[config.mk]
export PLATFORM = sky130hd
export DESIGN_NAME = fir16_delay
export DESIGN_NICKNAME = d
export VERILOG_FILES = /design/src/hdl/fir16_pkg.sv /design/src/hdl/fir16_delay.sv
export SDC_FILE = /design/constraint.sdc
export NUM_CORES = 1
export LEC_CHECK = 0
export ABC_AREA = 1
export BUFFER_PORTS_ARGS = -buffer_cell sky130_fd_sc_hd__buf_2
export CORE_ASPECT_RATIO = 1.75
export CORE_MARGIN = 5
export CORE_UTILIZATION = 36
export DETAILED_ROUTE_END_ITERATION = 16
export GPL_ROUTABILITY_DRIVEN = 0
export PLACE_DENSITY_LB_ADDON = 0.08
export SYNTH_ARGS = -nofsm -noshare
export SYNTH_HDL_FRONTEND = slang
export SYNTH_SLANG_ARGS = --single-unit
[constraint.sdc]
create_clock -name clk_i -period 1.08 [get_ports clk_i]
set_input_delay 0.216 -clock clk_i [delete_from_list [all_inputs] [get_ports clk_i]]
set_output_delay 0.216 -clock clk_i [all_outputs]
set_load 0.01 [all_outputs]
[src/hdl/fir16_pkg.sv]
package fir16_pkg;

  // filter shape
  localparam int TAPS       = 16;
  localparam int NUM_BANKS  = 4;
  localparam int COEF_PER_BANK = 4;
  localparam int COEF_DEFINED  = NUM_BANKS * COEF_PER_BANK;

  // field and arithmetic widths
  localparam int CODE_W   = 12;
  localparam int TDATA_W  = 16;
  localparam int COEF_W   = 16;
  localparam int PROD_W   = CODE_W + COEF_W;
  localparam int GROUP_SZ = 4;
  localparam int GROUPS   = (TAPS + GROUP_SZ - 1) / GROUP_SZ;
  localparam int GRP_W    = PROD_W + $clog2(GROUP_SZ);
  localparam int ACC_W    = GRP_W + $clog2(GROUPS);
  localparam int OUT_SHIFT = 15;

  // configuration port
  localparam int BANK_W  = 64;
  localparam int IDX_W   = $clog2(NUM_BANKS);
  localparam int IDX_LSB = 3;
  localparam int ADDR_W  = IDX_W + IDX_LSB;

  typedef enum logic [IDX_W-1:0] {
    REG_COEF_A = 2'd0,
    REG_COEF_B = 2'd1,
    REG_COEF_C = 2'd2,
    REG_COEF_D = 2'd3
  } reg_idx_e;

  typedef logic signed [CODE_W-1:0] sample_t;
  typedef logic signed [COEF_W-1:0] coef_t;
  typedef logic signed [PROD_W-1:0] prod_t;
  typedef logic signed [GRP_W-1:0]  grp_t;
  typedef logic signed [ACC_W-1:0]  acc_t;
  typedef logic [BANK_W-1:0]        bank_t;

  localparam acc_t DAC_MID = acc_t'(2048);
  localparam acc_t DAC_MAX = acc_t'(4095);

endpackage

[src/hdl/fir16_delay.sv]
module fir16_delay
  import fir16_pkg::*;
(
  input  logic                clk_i,
  input  logic                rst_ni,
  input  logic                in_valid_i,
  output logic                in_ready_o,
  input  logic [CODE_W-1:0]   code_i,
  output logic                valid_o,
  input  logic                ready_i,
  output sample_t             tap_o [TAPS]
);

  sample_t tap_q [TAPS];
  logic    valid_q;
  logic    accept;

  assign in_ready_o = !valid_q || ready_i;
  assign accept     = in_valid_i && in_ready_o;

  // the adc code is taken as two's complement as it stands; bit 11 is not flipped
  always_ff @(posedge clk_i or negedge rst_ni) begin
    if (!rst_ni) begin
      valid_q <= 1'b0;
      for (int j = 0; j < TAPS; j++) tap_q[j] <= '0;
    end else begin
      if (in_ready_o) valid_q <= in_valid_i;
      if (accept) begin
        for (int j = 0; j < TAPS - 1; j++) tap_q[j] <= tap_q[j+1];
        tap_q[TAPS-1] <= sample_t'(code_i);
      end
    end
  end

  assign valid_o = valid_q;
  assign tap_o   = tap_q;

endmodule

# Word level (Yosys, flattened, before mapping)
# Index checks and enable logic that the tools add are counted.
[totals]
ff_bits = 193
latch_bits = 0
ram_bits = 0
mem_bits_ro = 0
in_bits = 16
wordCells = 20
n_memories = 0
[op_classes]
n_addsub = 0
multipliers = 0
n_div = 0
magnitude_cmp = 0
eq_ne = 0
shift = 0
n_mux = 0
bitwise = 0
n_reduce_logical = 3
[op_table]
columns = ["cell", "n"]
rows = [
  ["$logic_and 1x1->1", 1],
  ["$logic_not 1->1", 1],
  ["$logic_or 1x1->1", 1],
]

# Depth between registers and ports, before layout
# Gate-level depths: netlist (run 1).
[depth]
depth_word = 3
ltp_mapped = 7
mapped_depth_nobuf = 5

# Worst setup path after synthesis (run 1)
# OpenSTA, ideal clock, no wires.
[synth_timing]
path_kind = "register to register"
start = "register valid_q (netlist: valid_o)"
end = "register tap_q (netlist bit tap_o[100])"
setup_time_ns = 0.117
arrival_time_ns = 1.003
required_ns = 0.963
slack_ns = -0.040
stages_incl_launch_ff = 7
n_path_buf = 2
period_less_slack_ns = 1.120
cell_sequence = "dfrtp_1 -> nand2_2 -> nand2_1 -> buf_4 -> buf_4 -> nand2_1 -> nand2_1"
[synth_between]
elab_chain_len = 3
[synth_lines]
columns = ["item", "line_no", "source"]
rows = [
  ["from (decl)", "fir16_delay.sv:15", "logic valid_q;"],
  ["from (signal assigned)", "fir16_delay.sv:27", "if (in_ready_o) valid_q <= in_valid_i;"],
  ["$logic_not 1->1", "fir16_delay.sv:18", "assign in_ready_o = !valid_q || ready_i;"],
  ["$logic_or 1x1->1", "fir16_delay.sv:18", ""],
  ["$logic_and 1x1->1", "fir16_delay.sv:19", "assign accept = in_valid_i && in_ready_o;"],
  ["to (signal, indexed assignment)", "fir16_delay.sv:30", "tap_q[TAPS-1] <= sample_t'(code_i);"],
  ["to (decl)", "fir16_delay.sv:14", "sample_t tap_q [TAPS];"],
]
# No other way between the ends.
# A chain may end at the register's enable or synchronous reset.

# Final worst setup path (run 1)
[layout_timing]
start = "register valid_q (netlist: valid_o)"
end = "output in_ready_o"
[layout_between]
elab_chain_len = 2
[layout_lines]
columns = ["item", "line_no", "source"]
rows = [
  ["$logic_not 1->1", "fir16_delay.sv:18", ""],
  ["$logic_or 1x1->1", "fir16_delay.sv:18", ""],
  ["to (decl)", "fir16_delay.sv:7", "output logic in_ready_o,"],
]
# No other way between the ends.

==> metrics.log, run 1 <==
INFO  metric detailedRoute.firstPassIterationCount = 5
INFO  metric grt_antenna_before_repair = 0
INFO  metric clkSlewWorstSetupHoldPaths = 0.07 ns
INFO  metric worst_hold_path_type = in -> reg
INFO  metric diodes_inserted = 0
INFO  metric crit_path_start_kind = register
INFO  metric synthesis.area = 7630 um^2
INFO  metric pin_count_of_the_biggest_net_entering_global_routing = 51
INFO  metric cp-endpoint = in_ready_o
INFO  metric outcome = complete, but fails checks
INFO  metric worst_skew_pair.late_latency = 0.43 ns
INFO  metric post_synth.cell_area_avg = 9.13 um^2
INFO  metric top_level_ports = 210
INFO  metric worst_r2r_endpoint = tap_o[89]
INFO  metric count_of_antenna_violating_nets_left_after_detailed_routing = 0
INFO  metric depth_of_the_most_critical_reg_to_reg_path = 7
INFO  metric yosysUniqueCellTypes = 10
INFO  metric worstSetupPathType = reg -> out
INFO  metric crit_required = 0.86 ns
INFO  metric numPortBuffers = 209
INFO  metric wirelength = 28500 um
INFO  metric synth-seq-area-share = 63.3%
INFO  metric drcViolationCount = 0
INFO  metric power.ir.vdd_worst = 1.25 mV
INFO  metric syn_inst = 836
INFO  metric drt_iter0_markers = 530
INFO  metric synth-warning-count = 0
INFO  metric synth_top_area_share = 63.3%
INFO  metric post_dp_cell_area = 9240 um^2
INFO  metric floorplan.die.height = 203 um
INFO  metric final_max_slew_viol_count = 0
INFO  metric max_slew_margin = 80.2%
INFO  metric tritoncts.num_buffers = 17
INFO  metric finalClockSkew = 0.00694 ns
INFO  metric report.final.setup_viol = 387
INFO  metric cp_data_arrival_time = 1.15 ns
INFO  metric violations_in_the_final_reports = setup timing
INFO  metric syn2layout_area_growth = 61.0%
INFO  metric maximum_clock_insertion_buffer_count = 2
INFO  metric post_route_fraction_of_the_period_consumed_by_the_critical_path = 126%
INFO  metric timing.rr.start = valid_o
INFO  metric grt_use_total = 20.9%
INFO  metric max_cap_viol_count = 0
INFO  metric synth.net_count = 852
INFO  metric timing.final.crit_period = 1.36 ns
INFO  metric dieWidth = 120 um
INFO  metric crit_path_max_fanout = 3
INFO  metric post-route-cell-area = 12300 um^2
INFO  metric ys_ff_latch = 193
INFO  metric setup_ws = -0.284 ns
INFO  metric fp.coreArea = 20900 um^2
INFO  metric die_area = 24300 um^2
INFO  metric floorplan.initialDensity = 36.5%
INFO  metric startpoint = valid_o
INFO  metric leakage = 7.09 nW
INFO  metric vias_per_cell = 4.89
INFO  metric totalNegativeSetupSlack = -64.44 ns
INFO  metric rsz_0062_raised_after_global_routing = yes
INFO  metric place.detailed.hpwl = 15900 um
INFO  metric grt_first_pass_wirelength = 39300 um
INFO  metric cts_tree = yes
INFO  metric post-synth-top-area-cell = sky130_fd_sc_hd__dfrtp_1
INFO  metric globalRouteOverflowTotal = 0
INFO  metric clockRootBuffer = sky130_fd_sc_hd__clkbuf_16
INFO  metric max_freq = 0.733 GHz
INFO  metric dp_slack = -0.175 ns
INFO  metric net_total_in_the_final_layout = 1254
INFO  metric synth.area.top_cells = sky130_fd_sc_hd__dfrtp_1 (63%), sky130_fd_sc_hd__nand2_1 (19%), sky130_fd_sc_hd__nand3_1 (13%), sky130_fd_sc_hd__buf_2 (2.6%), sky130_fd_sc_hd__buf_4 (1.2%)
INFO  metric layout-drive-gt1-share = 41.6%
INFO  metric power_per_cell_area = 2110 nW/um^2
INFO  metric final_hold_viol_count = 0
INFO  metric h-tree-depth = 4
INFO  metric clkSinkCount = 193
INFO  metric vias = 7345
INFO  metric tightestPinTransition = 0.297 ns
INFO  metric placementRows = 70
INFO  metric worst-r2r-setup-slack = -0.27 ns
INFO  metric detail_route.wl_per_cell = 19.0 um
INFO  metric worstSetupEndpointType = primary output
INFO  metric number_of_global_route_vias_before_repair = 6766
INFO  metric finish.utilization = 58.7%
INFO  metric p_total = 26.0 mW
-- cell usage after synthesis --
master                     number
sky130_fd_sc_hd__clkbuf_1       3
sky130_fd_sc_hd__dfrtp_1      193
sky130_fd_sc_hd__inv_1          1
sky130_fd_sc_hd__buf_4         12
sky130_fd_sc_hd__buf_2         40
sky130_fd_sc_hd__nand3_1      192
sky130_fd_sc_hd__buf_6          7
sky130_fd_sc_hd__nand2_2        1
sky130_fd_sc_hd__nand2_1      386
sky130_fd_sc_hd__buf_1          1
-- through the flow --
stage / cells / hold WS (ns)
2_1_floorplan: 836 / -0.0796
3_3_place_gp: 1277 / 0.0589
3_5_place_dp: 1277 / 0.0534
4_1_cts: 1369 / 0.00161
5_1_grt: 1501 / 0.0304
6_report: 1501 / 0.0185
-- placed cells by master, fill, tap and decap left out --
| cell type | n |
|---|---|
| sky130_fd_sc_hd__nand3_2 | 11 |
| sky130_fd_sc_hd__dfrtp_1 | 186 |
| sky130_fd_sc_hd__buf_12 | 23 |
| sky130_fd_sc_hd__nand3_1 | 181 |
| sky130_fd_sc_hd__clkbuf_8 | 5 |
| sky130_fd_sc_hd__buf_4 | 178 |
| sky130_fd_sc_hd__dlygate4sd3_1 | 4 |
| sky130_fd_sc_hd__inv_1 | 1 |
| sky130_fd_sc_hd__nand2_2 | 31 |
| sky130_fd_sc_hd__bufinv_16 | 1 |
| sky130_fd_sc_hd__buf_16 | 2 |
| sky130_fd_sc_hd__buf_8 | 3 |
| sky130_fd_sc_hd__nand2_4 | 1 |
| sky130_fd_sc_hd__dfrtp_2 | 7 |
| sky130_fd_sc_hd__buf_6 | 77 |
| sky130_fd_sc_hd__nand2_1 | 353 |
| sky130_fd_sc_hd__clkinv_4 | 1 |
| sky130_fd_sc_hd__clkinv_2 | 3 |
| sky130_fd_sc_hd__nand2_8 | 5 |
| sky130_fd_sc_hd__clkbuf_16 | 34 |
| sky130_fd_sc_hd__buf_2 | 138 |
| sky130_fd_sc_hd__clkbuf_1 | 4 |
-- logic make-up (layout without fill, tap and decap cells) --
kind of cell / Yosys count / after routing / synth area share, %
AND/OR/NAND/NOR: 579 / 582 / 31.7
flip-flops: 193 / 193 / 63.3
buffers and inverters: 64 / 474 / 5.08
-- state kept, by name, indices dropped and copies added (netlist names) --
register	count
tap_o	192
valid_o	1
-- worst max-delay path, cell delays in order (launching register included) --
cell and delay, ns:
sky130_fd_sc_hd__dfrtp_2 0.44, sky130_fd_sc_hd__nand2_8 0.08, sky130_fd_sc_hd__buf_12 0.11, sky130_fd_sc_hd__buf_6 0.09
-- power breakdown --
part,leakage [nW],internal [mW],switching (mW)
sequential,2.56,8.99,1.47
combinational,4.26,5.03,4.41
clock,0.273,3.40,2.65
total,7.09,17.4,8.53
-- final cells by class --
type | instances | area, um^2
Clock buffer | 25 | 495
Clock inverter | 5 | 53.8
Fill cell | 1890 | 8650
Inverter | 1 | 3.75
Multi-Input combinational cell | 582 | 2650
Sequential cell | 193 | 4840
Tap cell | 252 | 315
Timing Repair Buffer | 443 | 3930
-- how the worst min path moves through the flow --
stage | startpoint | to | depth (start not counted)
floorplan | rst_ni | tap_o[0] | 0
global placement | rst_ni | tap_o[181] | 1
detailed placement | rst_ni | tap_o[181] | 1
CTS | code_i[0] | tap_o[0] | 3
global route | code_i[4] | tap_o[4] | 3
finish | code_i[0] | tap_o[0] | 3
-- routing by layer --
| metal | GRT usage [%] | share of wire (%) | vias to the layer above |
|---|---|---|---|
| met5 | 0 | 0 | - |
| met4 | 8.40 | 2.9 | 0 |
| met3 | 4.57 | 4.7 | 40 |
| met2 | 36.5 | 53 | 203 |
| met1 | 24.7 | 40 | 3611 |
| li1 | - | - | 3491 |
-- timing repair --
item                       in CTS  in global routing
pin swaps                       2                  7
hold buffers                    4                  0
gates resized for setup        21                140
buffers inserted               57                108
hold endpoints to repair      196                  0
setup endpoints to repair     387                387
gates cloned                    1                 24
(Power assumes the default switching activity.)
==> run 2: changes to the inputs <==
--- a/config.mk
+++ b/config.mk
@@ -13,6 +13,7 @@
 export DETAILED_ROUTE_END_ITERATION = 16
 export GPL_ROUTABILITY_DRIVEN = 0
 export PLACE_DENSITY_LB_ADDON = 0.08
+export SETUP_SLACK_MARGIN = 0.4
 export SYNTH_ARGS = -nofsm -noshare
 export SYNTH_HDL_FRONTEND = slang
 export SYNTH_SLANG_ARGS = --single-unit
==> run 2 against run 1 <==
Net effect:
- the flow finishes with violations (hold timing, setup timing)
- register-to-register slack improved by 0.08 ns
- die area is the same
- clock skew grew 0.0016 ns
- wire length shrank 8.8%
- hold slack got worse by 0.31 ns
- clock-buffer cell count down 2
- sequential power about the same
- critical path depth did not move
- largest power group unchanged
==> metrics.log, run 2 (same netlist as run 1, synthesis figures left out) <==
INFO  metric drt_iter0_markers = 387 (-27%)
INFO  metric depth_of_the_most_critical_reg_to_reg_path = 6 (-1)
INFO  metric syn2layout_area_growth = 55.7%
INFO  metric maximum_clock_insertion_buffer_count = 2 (unchanged)
INFO  metric place_inst = 1293 (+1.3%)
INFO  metric globalRouteOverflowTotal = 0 (unchanged)
INFO  metric power.ir.vdd_worst = 1.09 mV (-13%)
INFO  metric number_of_global_route_vias_before_repair = 7570 (+12%)
INFO  metric grt_first_pass_wirelength = 41600 um (+5.8%)
INFO  metric vias_per_cell = 4.77 (-2.6%)
INFO  metric dieWidth = 120 um (unchanged)
INFO  metric post_cts_hold_buffer_count = 5 (+1)
INFO  metric p_total = 26.1 mW (+0.40%)
INFO  metric finish.utilization = 56.8% (-1.9 points)
INFO  metric post_route_fraction_of_the_period_consumed_by_the_critical_path = 125% (-1.1 points)
INFO  metric floorplan.die.height = 203 um (unchanged)
INFO  metric rsz_0062_raised_after_global_routing = yes
INFO  metric crit_required = 0.86 ns (about the same)
INFO  metric max_freq = 0.740 GHz (+0.89%)
INFO  metric place.detailed.hpwl = 16800 um (+5.6%)
INFO  metric placementRows = 70 (unchanged)
INFO  metric timing.final.crit_period = 1.35 ns (-0.0120 ns)
INFO  metric final_max_slew_viol_count = 0 (unchanged)
INFO  metric filler_cell_count = 1915 (+1.3%)
INFO  metric count_of_antenna_violating_nets_left_after_detailed_routing = 0 (unchanged)
INFO  metric final_hold_viol_count = 23 (+23)
INFO  metric wirelength = 26000 um (-8.8%)
INFO  metric floorplan.initialDensity = 36.5% (unchanged)
INFO  metric die_area = 24300 um^2 (unchanged)
INFO  metric clockRootBuffer = sky130_fd_sc_hd__clkbuf_16
INFO  metric cp_data_arrival_time = 1.14 ns (about the same)
INFO  metric clkSinkCount = 193 (unchanged)
INFO  metric clkSlewWorstSetupHoldPaths = 0.07 ns (about the same)
INFO  metric diodes_inserted = 0 (unchanged)
INFO  metric drcViolationCount = 0 (unchanged)
INFO  metric instances_no_fill = 1517 (+1.1%)
INFO  metric cts_tree = yes
INFO  metric grt_use_total = 22.0% (+1.1 points)
INFO  metric max_slew_margin = 75.5% (-4.8 points)
INFO  metric worstSetupPathType = reg -> out
INFO  metric layout.cells.most_common = sky130_fd_sc_hd__nand2_1
INFO  metric finalClockSkew = 0.00859 ns (+0.00165 ns)
INFO  metric crit_path_start_kind = register
INFO  metric tightestPinTransition = 0.368 ns (+0.0713 ns)
INFO  metric layout-drive-gt1-share = 39.1% (-2.6 points)
INFO  metric net_total_in_the_final_layout = 1269 (+1.2%)
INFO  metric setup_ws = -0.272 ns (+0.0120 ns)
INFO  metric power_per_cell_area = 2190 nW/um^2 (+3.8%)
INFO  metric largest_register_ff_count = 192 (unchanged)
INFO  metric hold_slack = -0.291 ns (-0.309 ns)
INFO  metric outcome = complete, but fails checks
INFO  metric detail_route.wl_per_cell = 17.1 um (-9.8%)
INFO  metric detailedRoute.firstPassIterationCount = 4 (-1)
INFO  metric leakage = 7.01 nW (-1.1%)
INFO  metric report.final.setup_viol = 387 (unchanged)
INFO  metric totalNegativeSetupSlack = -42.93 ns (+21.50 ns)
INFO  metric layout.cells.most_common_list = sky130_fd_sc_hd__nand2_1 (385), sky130_fd_sc_hd__buf_4 (218), sky130_fd_sc_hd__nand3_1 (192)
INFO  metric max_cap_viol_count = 0 (unchanged)
INFO  metric grt_antenna_before_repair = 0 (unchanged)
INFO  metric h-tree-depth = 4 (unchanged)
INFO  metric pin_count_of_the_biggest_net_entering_global_routing = 35 (-31%)
INFO  metric dp_slack = -0.0899 ns (+0.0851 ns)
INFO  metric fp.coreArea = 20900 um^2 (unchanged)
INFO  metric violations_in_the_final_reports = hold timing, setup timing
INFO  metric worstSetupEndpointType = primary output
INFO  metric worst_hold_path_type = in -> async
INFO  metric top_level_ports = 210 (unchanged)
INFO  metric vias = 7232 (-1.5%)
INFO  metric worst_skew_pair.late_latency = 0.43 ns (about the same)
INFO  metric tritoncts.num_buffers = 17 (unchanged)
INFO  metric crit_path_max_fanout = 2 (-1)
INFO  metric numPortBuffers = 209 (unchanged)
[run 2: cell types whose count changed in the layout (fill, tap and decap cells not counted), moves of 2 or more]
cell and change:
sky130_fd_sc_hd__nand3_1 +11, sky130_fd_sc_hd__bufinv_16 +2, sky130_fd_sc_hd__buf_2 +14, sky130_fd_sc_hd__clkbuf_16 -17, sky130_fd_sc_hd__buf_4 +40, sky130_fd_sc_hd__nand2_2 -31, sky130_fd_sc_hd__nand3_2 -11, sky130_fd_sc_hd__nand2_1 +32
sky130_fd_sc_hd__buf_6 -20, sky130_fd_sc_hd__clkinvlp_4 +2, sky130_fd_sc_hd__clkinv_2 -2, sky130_fd_sc_hd__clkbuf_1 -2, sky130_fd_sc_hd__nand2_8 -3, sky130_fd_sc_hd__buf_8 -2
[run 2: stage by stage]
stage,hold WS [ns],area [um^2]
floorplan,-0.0796,7690
global route,-0.295,11900
finish,-0.291,11900
global placement,0.176,9410
CTS,-0.302,11800
detailed placement,0.167,9410
[run 2: power by group]
group          switching [mW]  internal (mW)
Clock                    2.72           3.89
Combinational            4.37           4.85
Sequential               1.24           8.99
[run 2: final cells by class]
type | count | area [um^2] | share of cell area, %
Clock buffer | 23 | 488 | 4.10
Clock inverter | 8 | 128 | 1.07
Inverter | 1 | 3.75 | 0.0316
Multi-Input combinational cell | 580 | 2460 | 20.7
Sequential cell | 193 | 4840 | 40.7
Tap cell | 252 | 315 | 2.65
Timing Repair Buffer | 460 | 3660 | 30.8
[run 2: final timing paths]
| check | start | slack [ns] | endpoint |
|---|---|---|---|
| max reg2reg | valid_o | -0.19 | tap_o[41] |
| min | rst_ni | -0.29 | tap_o[186] |
| min reg2reg | tap_o[187] | 0.47 | tap_o[187] |
| min in group clk_i | code_i[7] | 0.02 | tap_o[7] |
| max in group asynchronous | rst_ni | 0.83 | tap_o[179] |
| max | valid_o | -0.27 | in_ready_o |
[run 2: repair_timing]
action / 4_1_cts / 5_1_grt
setup buffers: 182 / 4
pin swaps: 1 / 1
hold endpoints to repair: 28 / 23
gates cloned: 2 / 0
endpoints found under the setup margin: 387 / 387
resized for setup: 80 / 11
[run 2: metal layers]
layer,routed length [um],track usage (%),vias up
li1,-,-,3531
met1,9840,24.5,3497
met2,14500,41.3,180
met3,1170,4.60,24
met4,507,6.76,0
met5,0,0,-
[run 2: worst max-delay path: stages (launching register included)]
cell,delay (ns)
sky130_fd_sc_hd__dfrtp_2,0.41
sky130_fd_sc_hd__nand2_8,0.06
sky130_fd_sc_hd__buf_12,0.12
sky130_fd_sc_hd__buf_6,0.11
==> run 3: changes to the inputs <==
--- a/config.mk
+++ b/config.mk
@@ -10,6 +10,7 @@
 export CORE_ASPECT_RATIO = 1.75
 export CORE_MARGIN = 5
 export CORE_UTILIZATION = 36
+export CTS_BUF_LIST = sky130_fd_sc_hd__clkbuf_4 sky130_fd_sc_hd__clkbuf_8
 export DETAILED_ROUTE_END_ITERATION = 16
 export GPL_ROUTABILITY_DRIVEN = 0
 export PLACE_DENSITY_LB_ADDON = 0.08
==> run 3 against run 2 <==
Net effect:
- the flow still finishes with violations (hold timing, setup timing)
- non-clock buffer count rose by 96
- global-route usage rose by 1.0 points
- sequential power about the same
- final cell count is 6.3% higher
- wire length grew 14%
- highest routed layer unchanged
==> metrics.log, run 3 (same netlist as run 1, synthesis figures left out) <==
INFO  metric post_dp_cell_area = 9410 um^2 (unchanged)
INFO  metric clkSinkCount = 193 (unchanged)
INFO  metric final_max_slew_viol_count = 0 (unchanged)
INFO  metric gr-usage-met1 = 25.5% (+0.96 points)
INFO  metric pin_count_of_the_biggest_net_entering_global_routing = 35 (unchanged)
INFO  metric post_route_fraction_of_the_period_consumed_by_the_critical_path = 132% (+6.6 points)
INFO  metric cts_tree = yes
INFO  metric rsz_0062_raised_after_global_routing = yes
INFO  metric violations_in_the_final_reports = hold timing, setup timing
INFO  metric layout.cells.most_common = sky130_fd_sc_hd__nand2_1
INFO  metric number_of_global_route_vias_before_repair = 7913 (+4.5%)
INFO  metric cp_data_arrival_time = 1.79 ns (+0.65 ns)
INFO  metric post-route-cell-area = 13800 um^2 (+16%)
INFO  metric worst_path_largest_cell_delay = 0.45 ns (+0.04 ns)
INFO  metric largest_register_ff_count = 192 (unchanged)
INFO  metric layout-drive-gt1-share = 54.9% (+16 points)
INFO  metric vias = 7840 (+8.4%)
INFO  metric finalClockSkew = 0.0136 ns (+0.00506 ns)
INFO  metric report.final.setup_viol = 387 (unchanged)
INFO  metric place.detailed.hpwl = 16800 um (unchanged)
INFO  metric critical_path.top_delay_family = buffers and inverters
INFO  metric floorplan.die.height = 203 um (unchanged)
INFO  metric placementRows = 70 (unchanged)
INFO  metric grt-busiest-layer = met2
INFO  metric power_per_cell_area = 1950 nW/um^2 (-11%)
INFO  metric grt_first_pass_wirelength = 43400 um (+4.5%)
INFO  metric fp.coreArea = 20900 um^2 (unchanged)
INFO  metric floorplan.initialDensity = 36.5% (unchanged)
INFO  metric final_hold_viol_count = 84 (+270%)
INFO  metric worst_hold_path_type = in -> async
INFO  metric clkSlewWorstSetupHoldPaths = 0.10 ns (+0.03 ns)
INFO  metric drcViolationCount = 0 (unchanged)
INFO  metric h-tree-depth = 4 (unchanged)
INFO  metric vias_per_cell = 4.86 (+2.0%)
INFO  metric worstPathBufferInverterCount = 5 (+3)
INFO  metric clockRootBuffer = sky130_fd_sc_hd__clkbuf_8
INFO  metric worstSetupEndpointType = register
INFO  metric slowest_stage = sky130_fd_sc_hd__dfrtp_2
INFO  metric crit_required = 1.45 ns (+0.59 ns)
INFO  metric dieWidth = 120 um (unchanged)
INFO  metric dp_slack = -0.0899 ns (unchanged)
INFO  metric leakage = 7.79 nW (+11%)
INFO  metric numPortBuffers = 209 (unchanged)
INFO  metric wirelength = 29500 um (+14%)
INFO  metric worstSetupPathType = reg -> reg
INFO  metric die_area = 24300 um^2 (unchanged)
INFO  metric post_cts_hold_buffer_count = 12 (+7)
INFO  metric count_of_antenna_violating_nets_left_after_detailed_routing = 0 (unchanged)
INFO  metric net_total_in_the_final_layout = 1364 (+7.5%)
INFO  metric hold_slack = -0.337 ns (-0.0463 ns)
INFO  metric power.ir.vdd_worst = 1.24 mV (+14%)
INFO  metric crit_path_start_kind = register
INFO  metric drt_iter0_markers = 405 (+4.7%)
INFO  metric grt_use_total = 23.0% (+1.0 points)
INFO  metric max_slew_margin = 75.5% (about the same)
INFO  metric layout.cells.most_common_list = sky130_fd_sc_hd__nand2_1 (312), sky130_fd_sc_hd__buf_4 (269), sky130_fd_sc_hd__dfrtp_1 (185)
INFO  metric diodes_inserted = 0 (unchanged)
INFO  metric timing.final.crit_period = 1.42 ns (+0.0709 ns)
INFO  metric worst_skew_pair.late_latency = 0.47 ns (+0.04 ns)
INFO  metric tightestPinTransition = 0.368 ns (-0.000490 ns)
INFO  metric detail_route.wl_per_cell = 18.3 um (+6.9%)
INFO  metric maximum_clock_insertion_buffer_count = 2 (unchanged)
INFO  metric top_level_ports = 210 (unchanged)
INFO  metric syn2layout_area_growth = 81.1%
INFO  metric max_freq = 0.703 GHz (-5.0%)
INFO  metric detailedRoute.firstPassIterationCount = 4 (unchanged)
INFO  metric crit_path_cell_trace = nand2_8 -> buf_6 -> buf_8 -> nand2_8 -> buf_8 -> buf_12 -> buf_16 -> nand2_1 -> nand2_1
INFO  metric met3_track_usage_gr = 5.02% (+0.42 points)
INFO  metric grt_util_met2 = 42.7% (+1.3 points)
INFO  metric max_cap_viol_count = 0 (unchanged)
INFO  metric setup_ws = -0.343 ns (-0.0709 ns)
INFO  metric outcome = complete, but fails checks
INFO  metric totalNegativeSetupSlack = -82.13 ns (-39.19 ns)
INFO  metric globalRouteOverflowTotal = 0 (unchanged)
INFO  metric grt_antenna_before_repair = 0 (unchanged)
INFO  metric crit_path_max_fanout = 6 (+4)
INFO  metric tritoncts.num_buffers = 17 (unchanged)
-- run 3: area by class of cell --
cell class | instances | area, um^2
clock buffers | 23 | 304
clock inverters | 8 | 128
fillers | 1672 | 7110
inverters | 1 | 3.75
multi-input cells | 579 | 3180
flip-flops and latches | 193 | 4840
well taps | 252 | 315
repair buffers | 556 | 5050
-- run 3: layer usage --
| metal | wire length [um] | up-vias |
|---|---|---|
| met4 | 974 | 0 |
| met5 | 0 | - |
| li1 | - | 3728 |
| met1 | 10800 | 3853 |
| met3 | 1270 | 48 |
| met2 | 16500 | 211 |
-- run 3: through the flow --
step                hold slack [ns]  power (mW)  cells  util [%]
finish                       -0.337        27.0   1612      66.0
detailed placement            0.167        16.4   1293      45.0
floorplan                   -0.0796        13.1    836         -
global route                 -0.366        28.5   1612      66.0
global placement              0.176        16.4   1293      45.0
CTS                          -0.368        25.1   1539      58.7
-- run 3: worst paths after layout --
check                      slack [ns]        from  cells after the start          to
setup / recovery                -0.34     valid_o                      9  tap_o[165]
hold / removal                  -0.34      rst_ni                      1  tap_o[186]
setup reg to reg                -0.34     valid_o                      9  tap_o[165]
hold reg to reg                  0.50  tap_o[188]                      2  tap_o[188]
max in group asynchronous        0.86      rst_ni                      2  tap_o[179]
min in group clk_i               0.21  in_valid_i                      4   tap_o[80]
-- run 3: where the power goes --
| part | switching, mW | total [mW] | leakage, nW | internal (mW) |
|---|---|---|---|---|
| logic | 5.20 | 11.6 | 5.02 | 6.35 |
| clock network | 2.57 | 5.15 | 0.215 | 2.58 |
| registers | 1.32 | 10.3 | 2.56 | 8.98 |
-- run 3: what timing repair did --
| item | CTS | global route |
|---|---|---|
| pin swaps | 1 | 63 |
| setup endpoints to repair | 387 | 387 |
| buffers inserted | 190 | 63 |
| resized for setup | 125 | 200 |
| endpoints found under the hold margin | 180 | 58 |
| cloned | 13 | 10 |
